**src/rtl/core/wfcd_pkg.sv**
```systemverilog
// ----------------------------------------------------------------------------
// wfcd_pkg
// shared types and constants of the wait-for cycle detector
// ----------------------------------------------------------------------------
`default_nettype none

package wfcd_pkg;

	localparam int ID_W = 5;

	// command codes on the input tuser
	typedef enum logic [2:0] {
		CMD_REG   = 3'd0,
		CMD_UNREG = 3'd1,
		CMD_CLEAR = 3'd2,
		CMD_LIST  = 3'd3,
		CMD_FIND  = 3'd4,
		CMD_ANY   = 3'd5
	} cmd_code_t;

	typedef enum logic [2:0] {
		ST_IDLE,
		ST_LIST,
		ST_WALK,
		ST_EMIT,
		ST_EMIT_LAST,
		ST_SCAN,
		ST_DWALK,
		ST_REPORT
	} state_t;

	typedef enum logic [1:0] {
		TBL_NONE,
		TBL_SET,
		TBL_CLR,
		TBL_WIPE
	} tbl_op_t;

	typedef enum logic [1:0] {
		CUR_HOLD,
		CUR_LOAD_IN,
		CUR_LOAD_IDX,
		CUR_STEP
	} cur_op_t;

	typedef enum logic [1:0] {
		IDX_HOLD,
		IDX_ZERO,
		IDX_INC
	} idx_op_t;

	typedef enum logic [1:0] {
		OUT_EDGE,
		OUT_MEMBER,
		OUT_HEAD_LAST,
		OUT_FLAG
	} out_sel_t;

	typedef struct packed {
		tbl_op_t  tbl_op;
		cur_op_t  cur_op;
		idx_op_t  idx_op;
		logic     path_clear;
		logic     path_mark;
		logic     head_ld;
		logic     rd_idx;
		logic     out_load;
		out_sel_t out_sel;
		logic     out_flag;
	} dp_cmd_t;

	typedef struct packed {
		logic cur_in_range;
		logic cur_on_path;
		logic cur_valid;
		logic head_next;
		logic idx_valid;
		logic idx_last;
		logic valid_above;
		logic any_valid;
		logic out_free;
	} dp_sts_t;

endpackage

`default_nettype wire

```
**src/rtl/core/wfcd_dp.sv**
```systemverilog
// ----------------------------------------------------------------------------
// wfcd_dp
// wait-for table, walk cursor, scan index, path marks and result register
// ----------------------------------------------------------------------------
`default_nettype none

module wfcd_dp #(
	parameter int NUM_PROCS = 32
) (
	input  wire logic                       clk,
	input  wire logic                       arst_n,
	input  wire wfcd_pkg::dp_cmd_t          cmd,
	output wfcd_pkg::dp_sts_t               sts,
	input  wire logic [wfcd_pkg::ID_W-1:0]  in_waiter,
	input  wire logic [wfcd_pkg::ID_W-1:0]  in_blocker,
	output logic                            out_valid,
	input  wire logic                       out_ready,
	output logic [wfcd_pkg::ID_W-1:0]       out_node,
	output logic [wfcd_pkg::ID_W-1:0]       out_peer,
	output logic                            out_found,
	output logic                            out_empty,
	output logic                            out_last
);

	localparam int ID_SPAN = 1 << wfcd_pkg::ID_W;
	localparam int DEPTH   = (NUM_PROCS < ID_SPAN) ? NUM_PROCS : ID_SPAN;
	localparam int IW      = $clog2(DEPTH);
	localparam int CW      = wfcd_pkg::ID_W + 2;

	logic [DEPTH-1:0]            valid_q;
	logic [DEPTH-1:0]            on_path_q;
	logic [wfcd_pkg::ID_W-1:0]   target_q [DEPTH];
	logic [wfcd_pkg::ID_W-1:0]   cur_q;
	logic [wfcd_pkg::ID_W-1:0]   head_q;
	logic [IW-1:0]               idx_q;

	logic                        w_in_range;
	logic [IW-1:0]               w_idx;
	logic [IW-1:0]               cur_idx;
	logic [IW-1:0]               rd_addr;
	logic [wfcd_pkg::ID_W-1:0]   rd_target;
	logic                        above;
	logic                        out_free;

	assign w_in_range = (CW'(in_waiter) < CW'(NUM_PROCS));
	assign w_idx      = in_waiter[IW-1:0];
	assign cur_idx    = cur_q[IW-1:0];
	assign rd_addr    = cmd.rd_idx ? idx_q : cur_idx;
	assign rd_target  = target_q[rd_addr];
	assign out_free   = !out_valid || out_ready;

	// any valid edge above the scan index
	always_comb begin
		above = 1'b0;
		for (int j = 0; j < DEPTH; j++) begin
			if (valid_q[j] && (IW'(j) > idx_q))
				above = 1'b1;
		end
	end

	always_comb begin
		sts.cur_in_range = (CW'(cur_q) < CW'(NUM_PROCS));
		sts.cur_on_path  = sts.cur_in_range && on_path_q[cur_idx];
		sts.cur_valid    = sts.cur_in_range && valid_q[cur_idx];
		sts.head_next    = (rd_target == head_q);
		sts.idx_valid    = valid_q[idx_q];
		sts.idx_last     = (idx_q == IW'(DEPTH - 1));
		sts.valid_above  = above;
		sts.any_valid    = |valid_q;
		sts.out_free     = out_free;
	end

	// edge table
	always_ff @(posedge clk or negedge arst_n) begin
		if (!arst_n) begin
			valid_q <= '0;
		end else begin
			unique case (cmd.tbl_op)
				wfcd_pkg::TBL_SET:  if (w_in_range) valid_q[w_idx] <= 1'b1;
				wfcd_pkg::TBL_CLR:  if (w_in_range) valid_q[w_idx] <= 1'b0;
				wfcd_pkg::TBL_WIPE: valid_q <= '0;
				default:            ;
			endcase
		end
	end

	always_ff @(posedge clk) begin
		if (cmd.tbl_op == wfcd_pkg::TBL_SET && w_in_range)
			target_q[w_idx] <= in_blocker;
	end

	// path marks of the current walk
	always_ff @(posedge clk or negedge arst_n) begin
		if (!arst_n) begin
			on_path_q <= '0;
		end else if (cmd.path_clear) begin
			on_path_q <= '0;
		end else if (cmd.path_mark) begin
			on_path_q[cur_idx] <= 1'b1;
		end
	end

	// cursor, cycle head and scan index
	always_ff @(posedge clk) begin
		unique case (cmd.cur_op)
			wfcd_pkg::CUR_LOAD_IN:  cur_q <= in_waiter;
			wfcd_pkg::CUR_LOAD_IDX: cur_q <= wfcd_pkg::ID_W'(idx_q);
			wfcd_pkg::CUR_STEP:     cur_q <= rd_target;
			default:                ;
		endcase
		if (cmd.head_ld)
			head_q <= cur_q;
		unique case (cmd.idx_op)
			wfcd_pkg::IDX_ZERO: idx_q <= '0;
			wfcd_pkg::IDX_INC:  idx_q <= idx_q + IW'(1);
			default:            ;
		endcase
	end

	// result register
	always_ff @(posedge clk or negedge arst_n) begin
		if (!arst_n) begin
			out_valid <= 1'b0;
		end else if (cmd.out_load) begin
			out_valid <= 1'b1;
		end else if (out_ready) begin
			out_valid <= 1'b0;
		end
	end

	always_ff @(posedge clk) begin
		if (cmd.out_load) begin
			unique case (cmd.out_sel)
				wfcd_pkg::OUT_EDGE: begin
					out_node  <= wfcd_pkg::ID_W'(idx_q);
					out_peer  <= rd_target;
					out_found <= 1'b0;
					out_empty <= 1'b0;
					out_last  <= !above;
				end
				wfcd_pkg::OUT_MEMBER: begin
					out_node  <= cur_q;
					out_peer  <= '0;
					out_found <= 1'b1;
					out_empty <= 1'b0;
					out_last  <= 1'b0;
				end
				wfcd_pkg::OUT_HEAD_LAST: begin
					out_node  <= head_q;
					out_peer  <= '0;
					out_found <= 1'b1;
					out_empty <= 1'b0;
					out_last  <= 1'b1;
				end
				default: begin
					out_node  <= '0;
					out_peer  <= '0;
					out_found <= cmd.out_flag;
					out_empty <= 1'b1;
					out_last  <= 1'b1;
				end
			endcase
		end
	end

	a_wipe_empties: assert property (@(posedge clk) disable iff (!arst_n)
		cmd.tbl_op == wfcd_pkg::TBL_WIPE |=> valid_q == '0)
		else $error("table not empty after clear");

	a_edge_is_valid: assert property (@(posedge clk) disable iff (!arst_n)
		cmd.out_load && cmd.out_sel == wfcd_pkg::OUT_EDGE |-> valid_q[idx_q])
		else $error("listed edge is not valid");

	a_mark_once: assert property (@(posedge clk) disable iff (!arst_n)
		cmd.path_mark && !cmd.path_clear |-> !on_path_q[cur_idx])
		else $error("walk marked a node twice");

endmodule

`default_nettype wire

```
**src/rtl/core/wfcd_ctrl.sv**
```systemverilog
// ----------------------------------------------------------------------------
// wfcd_ctrl
// command sequencer of the wait-for cycle detector
// ----------------------------------------------------------------------------
`default_nettype none

module wfcd_ctrl (
	input  wire logic               clk,
	input  wire logic               arst_n,
	input  wire logic               in_valid,
	output logic                    in_ready,
	input  wire logic [2:0]         in_cmd,
	output wfcd_pkg::dp_cmd_t       cmd,
	input  wire wfcd_pkg::dp_sts_t  sts
);

	wfcd_pkg::state_t state_q, state_d;
	logic             flag_q, flag_d;

	always_ff @(posedge clk or negedge arst_n) begin
		if (!arst_n) begin
			state_q <= wfcd_pkg::ST_IDLE;
			flag_q  <= 1'b0;
		end else begin
			state_q <= state_d;
			flag_q  <= flag_d;
		end
	end

	always_comb begin
		state_d        = state_q;
		flag_d         = flag_q;
		in_ready       = 1'b0;
		cmd.tbl_op     = wfcd_pkg::TBL_NONE;
		cmd.cur_op     = wfcd_pkg::CUR_HOLD;
		cmd.idx_op     = wfcd_pkg::IDX_HOLD;
		cmd.path_clear = 1'b0;
		cmd.path_mark  = 1'b0;
		cmd.head_ld    = 1'b0;
		cmd.rd_idx     = 1'b0;
		cmd.out_load   = 1'b0;
		cmd.out_sel    = wfcd_pkg::OUT_FLAG;
		cmd.out_flag   = flag_q;

		unique case (state_q)
			wfcd_pkg::ST_IDLE: begin
				in_ready = 1'b1;
				if (in_valid) begin
					unique case (in_cmd)
						wfcd_pkg::CMD_REG:   cmd.tbl_op = wfcd_pkg::TBL_SET;
						wfcd_pkg::CMD_UNREG: cmd.tbl_op = wfcd_pkg::TBL_CLR;
						wfcd_pkg::CMD_CLEAR: cmd.tbl_op = wfcd_pkg::TBL_WIPE;
						wfcd_pkg::CMD_LIST: begin
							cmd.idx_op = wfcd_pkg::IDX_ZERO;
							state_d    = wfcd_pkg::ST_LIST;
						end
						wfcd_pkg::CMD_FIND: begin
							cmd.cur_op     = wfcd_pkg::CUR_LOAD_IN;
							cmd.path_clear = 1'b1;
							state_d        = wfcd_pkg::ST_WALK;
						end
						wfcd_pkg::CMD_ANY: begin
							cmd.idx_op = wfcd_pkg::IDX_ZERO;
							state_d    = wfcd_pkg::ST_SCAN;
						end
						default: ;
					endcase
				end
			end

			wfcd_pkg::ST_LIST: begin
				cmd.rd_idx = 1'b1;
				if (!sts.any_valid) begin
					flag_d  = 1'b0;
					state_d = wfcd_pkg::ST_REPORT;
				end else if (!sts.idx_valid) begin
					cmd.idx_op = wfcd_pkg::IDX_INC;
				end else if (sts.out_free) begin
					cmd.out_load = 1'b1;
					cmd.out_sel  = wfcd_pkg::OUT_EDGE;
					if (sts.valid_above)
						cmd.idx_op = wfcd_pkg::IDX_INC;
					else
						state_d = wfcd_pkg::ST_IDLE;
				end
			end

			wfcd_pkg::ST_WALK: begin
				priority if (sts.cur_on_path) begin
					cmd.head_ld = 1'b1;
					state_d     = wfcd_pkg::ST_EMIT;
				end else if (!sts.cur_valid) begin
					flag_d  = 1'b0;
					state_d = wfcd_pkg::ST_REPORT;
				end else begin
					cmd.path_mark = 1'b1;
					cmd.cur_op    = wfcd_pkg::CUR_STEP;
				end
			end

			wfcd_pkg::ST_EMIT: begin
				if (sts.out_free) begin
					cmd.out_load = 1'b1;
					cmd.out_sel  = wfcd_pkg::OUT_MEMBER;
					cmd.cur_op   = wfcd_pkg::CUR_STEP;
					if (sts.head_next)
						state_d = wfcd_pkg::ST_EMIT_LAST;
				end
			end

			wfcd_pkg::ST_EMIT_LAST: begin
				if (sts.out_free) begin
					cmd.out_load = 1'b1;
					cmd.out_sel  = wfcd_pkg::OUT_HEAD_LAST;
					state_d      = wfcd_pkg::ST_IDLE;
				end
			end

			wfcd_pkg::ST_SCAN: begin
				priority if (sts.idx_valid) begin
					cmd.cur_op     = wfcd_pkg::CUR_LOAD_IDX;
					cmd.path_clear = 1'b1;
					state_d        = wfcd_pkg::ST_DWALK;
				end else if (sts.idx_last) begin
					flag_d  = 1'b0;
					state_d = wfcd_pkg::ST_REPORT;
				end else begin
					cmd.idx_op = wfcd_pkg::IDX_INC;
				end
			end

			wfcd_pkg::ST_DWALK: begin
				priority if (sts.cur_on_path) begin
					flag_d  = 1'b1;
					state_d = wfcd_pkg::ST_REPORT;
				end else if (!sts.cur_valid) begin
					if (sts.idx_last) begin
						flag_d  = 1'b0;
						state_d = wfcd_pkg::ST_REPORT;
					end else begin
						cmd.idx_op = wfcd_pkg::IDX_INC;
						state_d    = wfcd_pkg::ST_SCAN;
					end
				end else begin
					cmd.path_mark = 1'b1;
					cmd.cur_op    = wfcd_pkg::CUR_STEP;
				end
			end

			wfcd_pkg::ST_REPORT: begin
				if (sts.out_free) begin
					cmd.out_load = 1'b1;
					cmd.out_sel  = wfcd_pkg::OUT_FLAG;
					state_d      = wfcd_pkg::ST_IDLE;
				end
			end

			default: state_d = wfcd_pkg::ST_IDLE;
		endcase
	end

	a_load_needs_room: assert property (@(posedge clk) disable iff (!arst_n)
		cmd.out_load |-> sts.out_free)
		else $error("result register overwritten");

	a_emit_on_cycle: assert property (@(posedge clk) disable iff (!arst_n)
		state_q == wfcd_pkg::ST_EMIT |-> sts.cur_valid)
		else $error("cycle emission left the cycle");

	a_list_bounded: assert property (@(posedge clk) disable iff (!arst_n)
		state_q == wfcd_pkg::ST_LIST && sts.any_valid && !sts.idx_valid
		|-> sts.valid_above)
		else $error("edge listing ran past the last edge");

endmodule

`default_nettype wire

```
**src/rtl/core/wait_for_cycle_detector.sv**
```systemverilog
// ----------------------------------------------------------------------------
// wait_for_cycle_detector
// wait-for table with edge listing, cycle search and deadlock query
// ----------------------------------------------------------------------------
// a command beat is taken only while the block is idle; the next waits until the block is idle again
// register, unregister, clear: done as the beat is taken, no result beat
// edge listing: one beat per valid edge in index order, a single empty beat if the table is empty
// cycle search: follows blocker links; on a hit one beat per cycle member, then the head as last
// deadlock query: scans the entries and walks from each valid one, one result beat
// a stalled result beat holds the sequencer; reset clears valid bits and path marks
// ----------------------------------------------------------------------------
`default_nettype none

module wait_for_cycle_detector #(
	parameter int NUM_PROCS = 32
) (
	input  wire logic        clk,
	input  wire logic        arst_n,

	// command stream
	input  wire logic        s_tvalid,
	output logic             s_tready,
	input  wire logic [15:0] s_tdata,  // [4:0] waiter, [9:5] blocker, rest zero
	input  wire logic [2:0]  s_tuser,  // [2:0] cmd

	// result stream
	output logic             m_tvalid,
	input  wire logic        m_tready,
	output logic [15:0]      m_tdata,  // [4:0] node, [9:5] peer, rest zero
	output logic [1:0]       m_tuser,  // [0] found, [1] empty_res
	output logic             m_tlast
);

	wfcd_pkg::dp_cmd_t           dp_cmd;
	wfcd_pkg::dp_sts_t           dp_sts;
	logic [wfcd_pkg::ID_W-1:0]   out_node;
	logic [wfcd_pkg::ID_W-1:0]   out_peer;
	logic                        out_found;
	logic                        out_empty;

	// sequencer: accepts a beat only when idle, walks and scans step by step
	wfcd_ctrl u_ctrl (
		.clk      (clk),
		.arst_n   (arst_n),
		.in_valid (s_tvalid),
		.in_ready (s_tready),
		.in_cmd   (s_tuser),
		.cmd      (dp_cmd),
		.sts      (dp_sts)
	);

	// table, walk state and result register
	wfcd_dp #(
		.NUM_PROCS (NUM_PROCS)
	) u_dp (
		.clk        (clk),
		.arst_n     (arst_n),
		.cmd        (dp_cmd),
		.sts        (dp_sts),
		.in_waiter  (s_tdata[4:0]),
		.in_blocker (s_tdata[9:5]),
		.out_valid  (m_tvalid),
		.out_ready  (m_tready),
		.out_node   (out_node),
		.out_peer   (out_peer),
		.out_found  (out_found),
		.out_empty  (out_empty),
		.out_last   (m_tlast)
	);

	// pack result fields, lowest field first
	assign m_tdata = {6'd0, out_peer, out_node};
	assign m_tuser = {out_empty, out_found};

endmodule

`default_nettype wire

```
**config.mk**
```make
export PLATFORM = sky130hd
export DESIGN_NAME = wait_for_cycle_detector
export DESIGN_NICKNAME = d
export VERILOG_FILES = /design/src/rtl/core/wfcd_pkg.sv /design/src/rtl/core/wfcd_dp.sv /design/src/rtl/core/wfcd_ctrl.sv /design/src/rtl/core/wait_for_cycle_detector.sv
export SDC_FILE = /design/constraint.sdc
export NUM_CORES = 1
export LEC_CHECK = 0
export BUFFER_PORTS_ARGS = -buffer_cell sky130_fd_sc_hd__buf_2
export CORE_AREA = 2 2 153 155
export DETAILED_ROUTE_END_ITERATION = 10
export DIE_AREA = 0 0 155 157
export HOLD_SLACK_MARGIN = 0.1
export PLACE_DENSITY = 0.76
export SETUP_SLACK_MARGIN = 0.5
export SLEW_MARGIN = 15
export SYNTH_ARGS = -nofsm -noshare
export SYNTH_HDL_FRONTEND = slang
export SYNTH_SLANG_ARGS = --single-unit
```
**constraint.sdc**
```tcl
create_clock -name clk -period 5.7 [get_ports clk]
set_input_delay 0.855 -clock clk [delete_from_list [all_inputs] [get_ports clk]]
set_output_delay 0.855 -clock clk [all_outputs]
set_load 0.01 [all_outputs]
```
Word-level counts from Yosys, hierarchy flattened
Memories as Yosys holds them, arrays and structs flattened. Cells that the tools add are included.

Output and inout bits: 21. Memory bits (writable): 160. Register bits after elaboration: 97. Memories kept: 1. Logic and storage cells: 266.

Memories: u_dp.target_q (depth 32, width 5, rd ports 1, clocked after memory_dff 0, write ports 1, RTL line wfcd_dp.sv:32) `logic [wfcd_pkg::ID_W-1:0] target_q [DEPTH];`.

Order comparisons: 37. Equal/unequal tests: 39. Add/subtract/negate cells: 1. Reduce and logical (&&, ||, !) cells: 54. Multiplexer cells: 117. Bitwise operators: 4.

Operators with widths (number): one-hot mux 32 bit (3 select lines) (1); > comparator 5 bit, first input constant (16); 2-to-1 mux 32 bit (2); OR 32 bit (2); 2-to-1 mux 1 bit (60); 2-to-1 mux 3 bit (20); > comparator 4 x 5 -> 1 bit, first input constant (8); logical AND 1 bit (34); bitwise AND 32 bit (1); inverter 32 bit (1); OR reduction 32 bit (1); one-hot mux 5 bit (3 select lines) (2); 2-to-1 mux 2 bit (13); one-hot mux 3 bit (7 select lines) (1); > comparator 3 x 5 -> 1 bit, first input constant (4); equality test 3 bit, second input constant (6); < comparator 5 x 6 -> 1 bit, second input constant (3); binary-select mux 1 bit (select 5 bit) (3); equality test 2 bit, second input constant (6); equality test 3 x 2 -> 1 bit, second input constant (4); inequality test 2 bit, second input constant (6); one-hot mux 3 bit (4 select lines) (1); AND reduction 11 bit (1); demux 1 bit (select 5 bit) (2); 32 further kinds (54).

Depth between registers and ports, before layout
Gate-level depths: netlist of run 1.

Depth in word-level cells: 41. Gate-level depth with buffers: 15. Depth with buffers taken out: 13.

Cells and area by module
From an unflattened synthesis of run 1, not the netlist that was laid out.

Cell total of the unflattened synthesis: 1147. Area total of the unflattened synthesis: 13011.2 um^2.

By module, submodules not included: wfcd_dp (cells an instance 1057, area an instance 12355.6 um^2, instances 1); wfcd_ctrl (cells an instance 81, area an instance 591.8 um^2, instances 1); wait_for_cycle_detector (cells an instance 9, area an instance 63.8 um^2, instances 1).

Worst setup path before layout of run 1
Ideal clock, no wire load.

Path type: reg2reg. From: register u_dp.idx_q[0]. To: register u_dp.idx_q[0] (enable). Cell stages (with the launch flop): 16. Arrival time: 3.129 ns. Setup time: 0.309 ns. Buffers on the path: 2. Setup slack: 2.262 ns. Cells stage by stage: edfxtp_1 -> buf_4 -> buf_2 -> inv_1 -> ha_1 -> or3b_2 -> a31oi_1 -> nand2_1 -> a211oi_1 -> o211ai_1 -> a211oi_1 -> o21ai_0 -> nand2_1 -> nand3_1 -> ha_1 -> inv_1.

Longest elaborated chain between the ends: 41. Elaborated cells between the ends (all ways): 111.

RTL lines: start, declared (RTL line wfcd_dp.sv:35) `logic [IW-1:0] idx_q;`; start signal, assigned (RTL line wfcd_dp.sv:115) `wfcd_pkg::IDX_INC: idx_q <= idx_q + IW'(1);`; > comparator 1 x 5 -> 1 bit (RTL line wfcd_dp.sv:56) `if (valid_q[j] && (IW'(j) > idx_q))`; logical AND 1 bit (RTL line wfcd_dp.sv:56); 2-to-1 mux 1 bit (32 in series) (RTL line wfcd_dp.sv:56); 2-to-1 mux 2 bit (RTL line wfcd_ctrl.sv:81) `if (sts.valid_above)`; 2-to-1 mux 2 bit (RTL line wfcd_ctrl.sv:78) `end else if (sts.out_free) begin`; 2-to-1 mux 2 bit (RTL line wfcd_ctrl.sv:76) `end else if (!sts.idx_valid) begin`; 2-to-1 mux 2 bit (RTL line wfcd_ctrl.sv:73) `if (!sts.any_valid) begin`; one-hot mux 2 bit (4 select lines) (*) (RTL line wfcd_ctrl.sv:45) `unique case (state_q)`; equality test 2 x 1 -> 1 bit or equality test 2 bit (tied branches) (RTL line wfcd_dp.sv:113) `unique case (cmd.idx_op)`; nonzero test 2 bit (no line) (*).

Every way passes the cells marked *; elsewhere a longest branch is shown, timed or not. The select of a mux whose other input is x is not followed. A chain may end at the register's enable or synchronous reset.

Worst setup path after layout of run 1
From: register u_ctrl.state_q[2]. To: register u_ctrl.state_q[1].

Longest elaborated chain between the ends: 7. Elaborated cells between the ends (all ways): 26.

RTL lines: start, declared (RTL line wfcd_ctrl.sv:17) `wfcd_pkg::state_t state_q, state_d;`; start signal, assigned (RTL line wfcd_ctrl.sv:22) `state_q <= wfcd_pkg::ST_IDLE;`; start signal, assigned (RTL line wfcd_ctrl.sv:25) `state_q <= state_d;`; equality test 3 x 1 -> 1 bit (RTL line wfcd_ctrl.sv:45); 2-to-1 mux 1 bit (RTL line wfcd_ctrl.sv:45); 2-to-1 mux 5 bit (RTL line wfcd_dp.sv:48) `assign rd_addr = cmd.rd_idx ? idx_q : cur_idx;`; memory (32 x 5 bit); equality test 5 bit (RTL line wfcd_dp.sv:65) `sts.head_next = (rd_target == head_q);`; inequality test 2 bit (no line); AND reduction 11 bit (no line).

Several ways; a longest one is shown, not always the timed one.

==> results of run 1 <==
power groups by stage:
stage          clock, mW  combinational [mW]  sequential [mW]
2_1_floorplan          0                2.58             2.42
3_3_place_gp           0                3.37             2.61
3_5_place_dp           0                3.43             2.62
4_1_cts             1.79                3.45             2.59
5_1_grt             1.86                3.77             2.63
6_report            1.79                3.53             2.60
worst min-delay path: stages, from the launching register on:
cell and delay [ns]:
dfrtp_1 0.34, a21oi_1 0.05, nor2_1 0.07
Yosys cell counts (14+ instances only):
| library cell | instances |
|---|---|
| a211oi_1 | 24 |
| a21oi_1 | 89 |
| and2_1 | 17 |
| buf_2 | 23 |
| clkbuf_1 | 51 |
| dfrtp_1 | 69 |
| edfxtp_1 | 188 |
| inv_1 | 20 |
| mux2i_1 | 70 |
| mux4_2 | 29 |
| nand2_1 | 107 |
| nand2b_1 | 16 |
| nand3_1 | 29 |
| nand4_1 | 16 |
| nor2_1 | 113 |
| nor2b_1 | 19 |
| nor3_1 | 14 |
| o21ai_0 | 90 |
cell type report:
type / instances / area share [%]
flip-flops and latches: 257 / 50.53
clock buffers: 40 / 5.532
multi-input cells: 832 / 37.99
well taps: 285 / 2.444
diodes: 2 / 0.03431
inverters: 21 / 0.5403
repair buffers: 54 / 2.247
clock inverters: 9 / 0.6775
kinds of logic (layout without fill, tap and decap cells):
logic type	count (synthesis)	after routing
buf+inv	115	124
flops	257	257
xor+xnor	8	8
simple gates	390	390
other cells	1	8
mux	107	107
compound gates	312	312
fa+ha+maj	9	9
metal layers:
metal | wire length [microns] | share of wire (%)
met1 | 14660 | 39
met2 | 17390 | 47
met3 | 3846 | 10
met4 | 1262 | 3.4
met5 | 0 | 0
registers in the layout (all words and copies together), names as in the netlist, 3 cells and up:
name,flops
u_dp.out_peer,5
u_dp.head_q,5
u_dp.out_node,5
u_ctrl.state_q,3
u_dp.target_q,160
u_dp.cur_idx,5
u_dp.idx_q,5
u_dp.on_path_q,32
u_dp.valid_q,32
path summary, 6_finish.rpt:
kind / startpoint / endpoint / slack, ns / depth (start not counted)
max in group asynchronous: arst_n / u_dp.on_path_q[21]$_DFFE_PN0P_ / 4.55 / 2
setup reg to reg: u_ctrl.state_q[2]$_DFFE_PN0P_ / u_ctrl.state_q[1]$_DFFE_PN0P_ / 1.14 / 9
min in group asynchronous: arst_n / u_dp.valid_q[13]$_DFFE_PN0P_ / 0.50 / 2
hold / removal: u_dp.on_path_q[29]$_DFFE_PN0P_ / u_dp.on_path_q[29]$_DFFE_PN0P_ / 0.49 / 2
hold reg to reg: u_dp.on_path_q[29]$_DFFE_PN0P_ / u_dp.on_path_q[29]$_DFFE_PN0P_ / 0.49 / 2
setup / recovery: u_ctrl.state_q[2]$_DFFE_PN0P_ / u_ctrl.state_q[1]$_DFFE_PN0P_ / 1.14 / 9
through the flow:
| step | util [%] | setup WS, ns |
|---|---|---|
| 3_5_place_dp | 60.78 | 1.364 |
| 2_1_floorplan | - | 2.262 |
| 6_report | 64.83 | 1.135 |
| 3_3_place_gp | 60.78 | 1.439 |
| 5_1_grt | 64.81 | 1.036 |
| 4_1_cts | 64.81 | 1.358 |
==> impl_metrics.json, run 1 <==
{
  "htree_levels": 1,
  "gr-total-overflow": 0,
  "die_x_microns": 155,
  "seqPwrFrac_pct": 32.8,
  "hold_ws_ns": 0.4928,
  "via_per_inst": 6.939,
  "synthXorXnorAreaFrac_pct": 0.5234,
  "hold_violations": 0,
  "hpwl_microns": 24400,
  "use_met1_pct": 42.29,
  "synth_compound_area_share_pct": 14.73,
  "synthAdderAreaFrac_pct": 0.8411,
  "avgSynthCellArea_sq_um": 11.17,
  "cts-root-buf": "clkbuf_16",
  "syn_area_sq_um": 13390,
  "antenna_found_initial": 0,
  "synth_cell_type_count": 73,
  "final_cells": 1500,
  "power.static_leakage_nw": 5.317,
  "final_cell_mix": "edfxtp_1 (188), nor2_1 (113), nand2_1 (107), o21ai_0 (89), a21oi_1 (88)",
  "placedCellCount": 1449,
  "clk_latency_ns": 0.54,
  "rsz0062_at_grt": "no",
  "path_delay_family": "compound AO/OA/AOI/OAI gates",
  "synthTopCellsByArea": "edfxtp_1 (42%), dfrtp_1 (13%), mux2i_1 (5.2%)",
  "cts_hold_buf": 0,
  "fin_crit_ns": 4.565,
  "start_util_pct": 59.49,
  "synth_edf_count": 188,
  "drt_pass1_iterations": 5,
  "synth_top_area_cell": "edfxtp_1",
  "cp_max_fo": 21,
  "slowest_stage": "a21o_1",
  "drive_gt1_share_pct": 12.37,
  "grt.busiest_layer": "met2",
  "drt-wirelength-per-cell_microns": 24.77,
  "cts_tree": "yes",
  "worst_slew_pin_slew_ns": 1.213,
  "drtAntennaViolNets": 0,
  "grt_pass1_wl_microns": 56490,
  "slew_viol_final": 0,
  "gr-usage-met2_pct": 48.36,
  "ir_drop_uv": 284.2,
  "path_buf_inv": 0,
  "cts_setup_buffers": 0,
  "synth_flop_cell": "edfxtp_1",
  "finalPower_mw": 7.917,
  "cap_viol_max_count": 0,
  "die_area_sq_um": 24340,
  "synth_top_family_by_area": "compound AO/OA/AOI/OAI gates",
  "max_stage_delay_ns": 0.76,
  "p_per_area_nw_per_um2": 542.7,
  "cts-buffers-inserted": 27,
  "grtUsageMet3_pct": 5.452,
  "cp.arrival_ns": 4.96,
  "layout.nets": 1225,
  "place.gp.congestion": 0.9482,
  "layout_commonest_cell": "edfxtp_1",
  "fin_crit_sh_pct": 80.08,
  "tns_ns": 0,
  "power_switching_mw": 3.297,
  "clock-sinks": 257,
  "synth_mux_area_share_pct": 10.79,
  "die_y_microns": 157,
  "clkTransAtPathRegs_ns": 0.06,
  "yosysSeqAreaShare_pct": 55.07,
  "io_buffers": 31,
  "max_slew_margin_pct": 18.52,
  "criticalPathCategory": "flip-flop to flip-flop",
  "min_path_type": "flip-flop to flip-flop",
  "fillers": 1726,
  "finClkSkew_ns": 0.009264,
  "coreArea_sq_um": 22500,
  "synth_cells": 1199,
  "synthToLayoutAreaGrowth_pct": 8.972,
  "ys_ff_latch": 257,
  "power_frac_comb_pct": 44.6,
  "layout.area.seq_sq_um": 7372,
  "grt_use_total_pct": 30.43,
  "crit_chain": "or3b_1, a21o_1, mux2i_1, a2111oi_0, nor4b_1, a31oi_1, xor2_1, o41ai_2, nand3_1",
  "netlist.area_leader.share_pct": 42.17,
  "cts_resized": 0,
  "route.detailed.drc": 0,
  "grt_max_degree": 70,
  "swShare_pct": 41.64,
  "placementRows": 55,
  "ios": 44,
  "start_kind": "flip-flop",
  "p_int_mw": 4.620,
  "grt_pass1_vias": 9702,
  "drt_iter0_markers": 1346,
  "setup_viol": 0,
  "async_flop_share_pct": 26.85,
  "yosysWarningCount": 0,
  "cts_buffer_depth": 3,
  "stdcell_area_sq_um": 14590,
  "routed_wl_microns": 37150,
  "max_freq_mhz": 219.1,
  "via_count": 10410,
  "cp-end-kind": "flip-flop",
  "required_ns": 6.10,
  "yosys.area_share.simple_pct": 14.22,
  "clock_power_share_pct": 22.6,
  "status": "finished, final reports clean",
  "place_area_sq_um": 13680,
  "multi_input_area_sq_um": 5543
}
(Power assumes the default switching activity.)
==> run 2, diff against run 1 <==
Settings changed: CORE_AREA 2 2 153 155 to 2 2 157 159, DIE_AREA 0 0 155 157 to 0 0 159 161.
Clock period 5.7 ns to 3.7 ns, I/O delays scaled along.
==> run 2 against run 1 <==
Largest cell class unchanged. First-iteration DRC count is 18% higher. Critical path depth increased by 2. Largest power group unchanged. Clock skew is 0.036 ns higher. Routed wire length grew 11%. Via count grew 7.1%. Sequential share of layout area is 5.1 points lower.
==> impl_metrics.json, run 2 (synthesized netlist as in run 1, its figures left out) <==
{
  "seqPwrFrac_pct": 26.0,
  "start_kind": "flip-flop",
  "hold_ws_ns": 0.1967,
  "cts_hold_buf": 0,
  "p_int_mw": 8.479,
  "place.gp.congestion": 0.9379,
  "status": "finished, final reports clean",
  "power_frac_comb_pct": 55.2,
  "drt_iter0_markers": 1582,
  "clock_power_share_pct": 18.8,
  "antenna_found_initial": 0,
  "path_buf_inv": 2,
  "via_count": 11150,
  "slew_viol_final": 0,
  "max_freq_mhz": 299.2,
  "power_switching_mw": 5.876,
  "n_antenna_cell": 0,
  "layout.nets": 1356,
  "clkTransAtPathRegs_ns": 0.07,
  "htree_levels": 1,
  "cp-end-kind": "flip-flop",
  "criticalPathCategory": "flip-flop to flip-flop",
  "clk_latency_ns": 0.58,
  "cp_max_fo": 7,
  "placementRows": 57,
  "cts_buffer_depth": 3,
  "ir_drop_uv": 510.9,
  "required_ns": 4.21,
  "clock-sinks": 257,
  "coreArea_sq_um": 23960,
  "hold_violations": 0,
  "start_util_pct": 55.87,
  "final_cell_mix": "edfxtp_1 (188), buf_4 (126), nand2_1 (104), nor2_1 (99)",
  "path_delay_family": "compound AO/OA/AOI/OAI gates",
  "p_per_area_nw_per_um2": 884.3,
  "gr-total-overflow": 0,
  "drt-wirelength-per-cell_microns": 24.86,
  "die_y_microns": 161,
  "drt_pass1_iterations": 8,
  "fin_crit_sh_pct": 90.33,
  "grt_pass1_wl_microns": 61930,
  "route.detailed.drc": 0,
  "synthToLayoutAreaGrowth_pct": 21.24,
  "grt_pass1_vias": 10470,
  "hpwl_microns": 27030,
  "cts-root-buf": "clkbuf_16",
  "fillers": 1715,
  "drtAntennaViolNets": 0,
  "slowest_stage": "edfxtp_1",
  "cap_viol_max_count": 0,
  "routed_wl_microns": 41420,
  "cp.arrival_ns": 3.86,
  "via_per_inst": 6.694,
  "swShare_pct": 40.93,
  "layout_commonest_cell": "edfxtp_1",
  "setup_viol": 0,
  "grt_use_total_pct": 31.17,
  "rsz0062_at_grt": "yes",
  "die_area_sq_um": 25600,
  "cts_tree": "yes",
  "grt_max_degree": 70,
  "power.static_leakage_nw": 6.080,
  "cts-buffers-inserted": 27,
  "max_slew_margin_pct": 35.22,
  "fin_crit_ns": 3.342,
  "drive_gt1_share_pct": 26.83,
  "ios": 44,
  "finClkSkew_ns": 0.04479,
  "worst_slew_pin_slew_ns": 0.9652,
  "reg.largest.list": "u_dp.target_q: 160 flops, u_dp.on_path_q: 32 flops, u_dp.valid_q: 32 flops",
  "largest_reg_flops": 160,
  "regMostFlops": "u_dp.target_q",
  "tns_ns": 0,
  "io_buffers": 31,
  "die_x_microns": 159,
  "crit_chain": "buf_12, buf_12, mux4_2, mux4_2, nor2_2, or4_4, nor2_1, o32a_1, a2111o_1, o41ai_4, nor2b_2",
  "min_path_type": "primary input to async pin",
  "max_stage_delay_ns": 0.57
}
[run 2: cell types whose count changed in the layout (fill, tap and decap cells not counted), sizes merged]
cell | before | now
buf | 54 | 183
inv | 21 | 22
bufbuf | 0 | 2
clkinvlp | 0 | 2
diode | 2 | 0
clkbuf | 40 | 35
[run 2: power by group through the flow]
stage | Sequential, mW | Combinational [mW] | Clock [mW]
finish | 3.73 | 7.93 | 2.70
global route | 3.75 | 8.33 | 2.80
CTS | 3.71 | 6.92 | 2.69
detailed placement | 3.80 | 6.14 | 0
global placement | 3.79 | 6.06 | 0
floorplan | 3.73 | 3.99 | 0
[run 2: per-stage QoR]
step / utilization, % / power, mW / setup slack [ns] / instances / cell area [sq um]
after CTS: 65.34 / 13.32 / 0.4435 / 1635 / 15660
after detailed placement: 59.88 / 9.940 / 0.09041 / 1565 / 14350
after floorplan: - / 7.714 / 0.5001 / 1204 / 13420
after global placement: 59.88 / 9.852 / 0.1882 / 1565 / 14350
final: 67.74 / 14.35 / 0.3578 / 1666 / 16230
after global routing: 67.74 / 14.89 / 0.3021 / 1666 / 16230
[run 2: path summary, 6_finish.rpt]
path,from,depth (start not counted),slack (ns),endpoint
min in group clk,m_tready,3,0.40,u_dp.out_valid$_DFFE_PN0P_
max in group asynchronous,arst_n,2,2.87,u_dp.on_path_q[19]$_DFFE_PN0P_
worst max register to register,u_dp.idx_q[0]$_SDFFCE_PP0P_,11,0.36,u_ctrl.state_q[2]$_DFFE_PN0P_
worst min-delay path,arst_n,2,0.20,u_dp.valid_q[9]$_DFFE_PN0P_
worst max-delay path,u_dp.idx_q[0]$_SDFFCE_PP0P_,11,0.36,u_ctrl.state_q[2]$_DFFE_PN0P_
worst min register to register,u_dp.on_path_q[5]$_DFFE_PN0P_,2,0.49,u_dp.on_path_q[5]$_DFFE_PN0P_
[run 2: what timing repair did]
item	4_1_cts	5_1_grt
endpoints found under the setup margin	29	120
gates resized for setup	52	85
gates cloned	3	0
pin swaps	9	41
buffers inserted	20	31
[run 2: cell type report]
type	count	area [sq um]	area share, %
Inverter	21	87.58	0.5396
Tap cell	324	405.4	2.497
Sequential cell	257	7372	45.42
Clock inverter	12	127.6	0.7862
Clock buffer	35	737.0	4.540
Timing Repair Buffer	185	1518	9.350
Multi-Input combinational cell	832	5984	36.87
[run 2: routing by layer]
| metal | up-vias | track usage [%] | wire length (microns) |
|---|---|---|---|
| met3 | 107 | 5.727 | 4964 |
| met2 | 812 | 49.29 | 19210 |
| met1 | 5444 | 44.17 | 16000 |
| met4 | 0 | 10.25 | 1256 |
| li1 | 4790 | - | - |
| met5 | - | 0 | 0 |
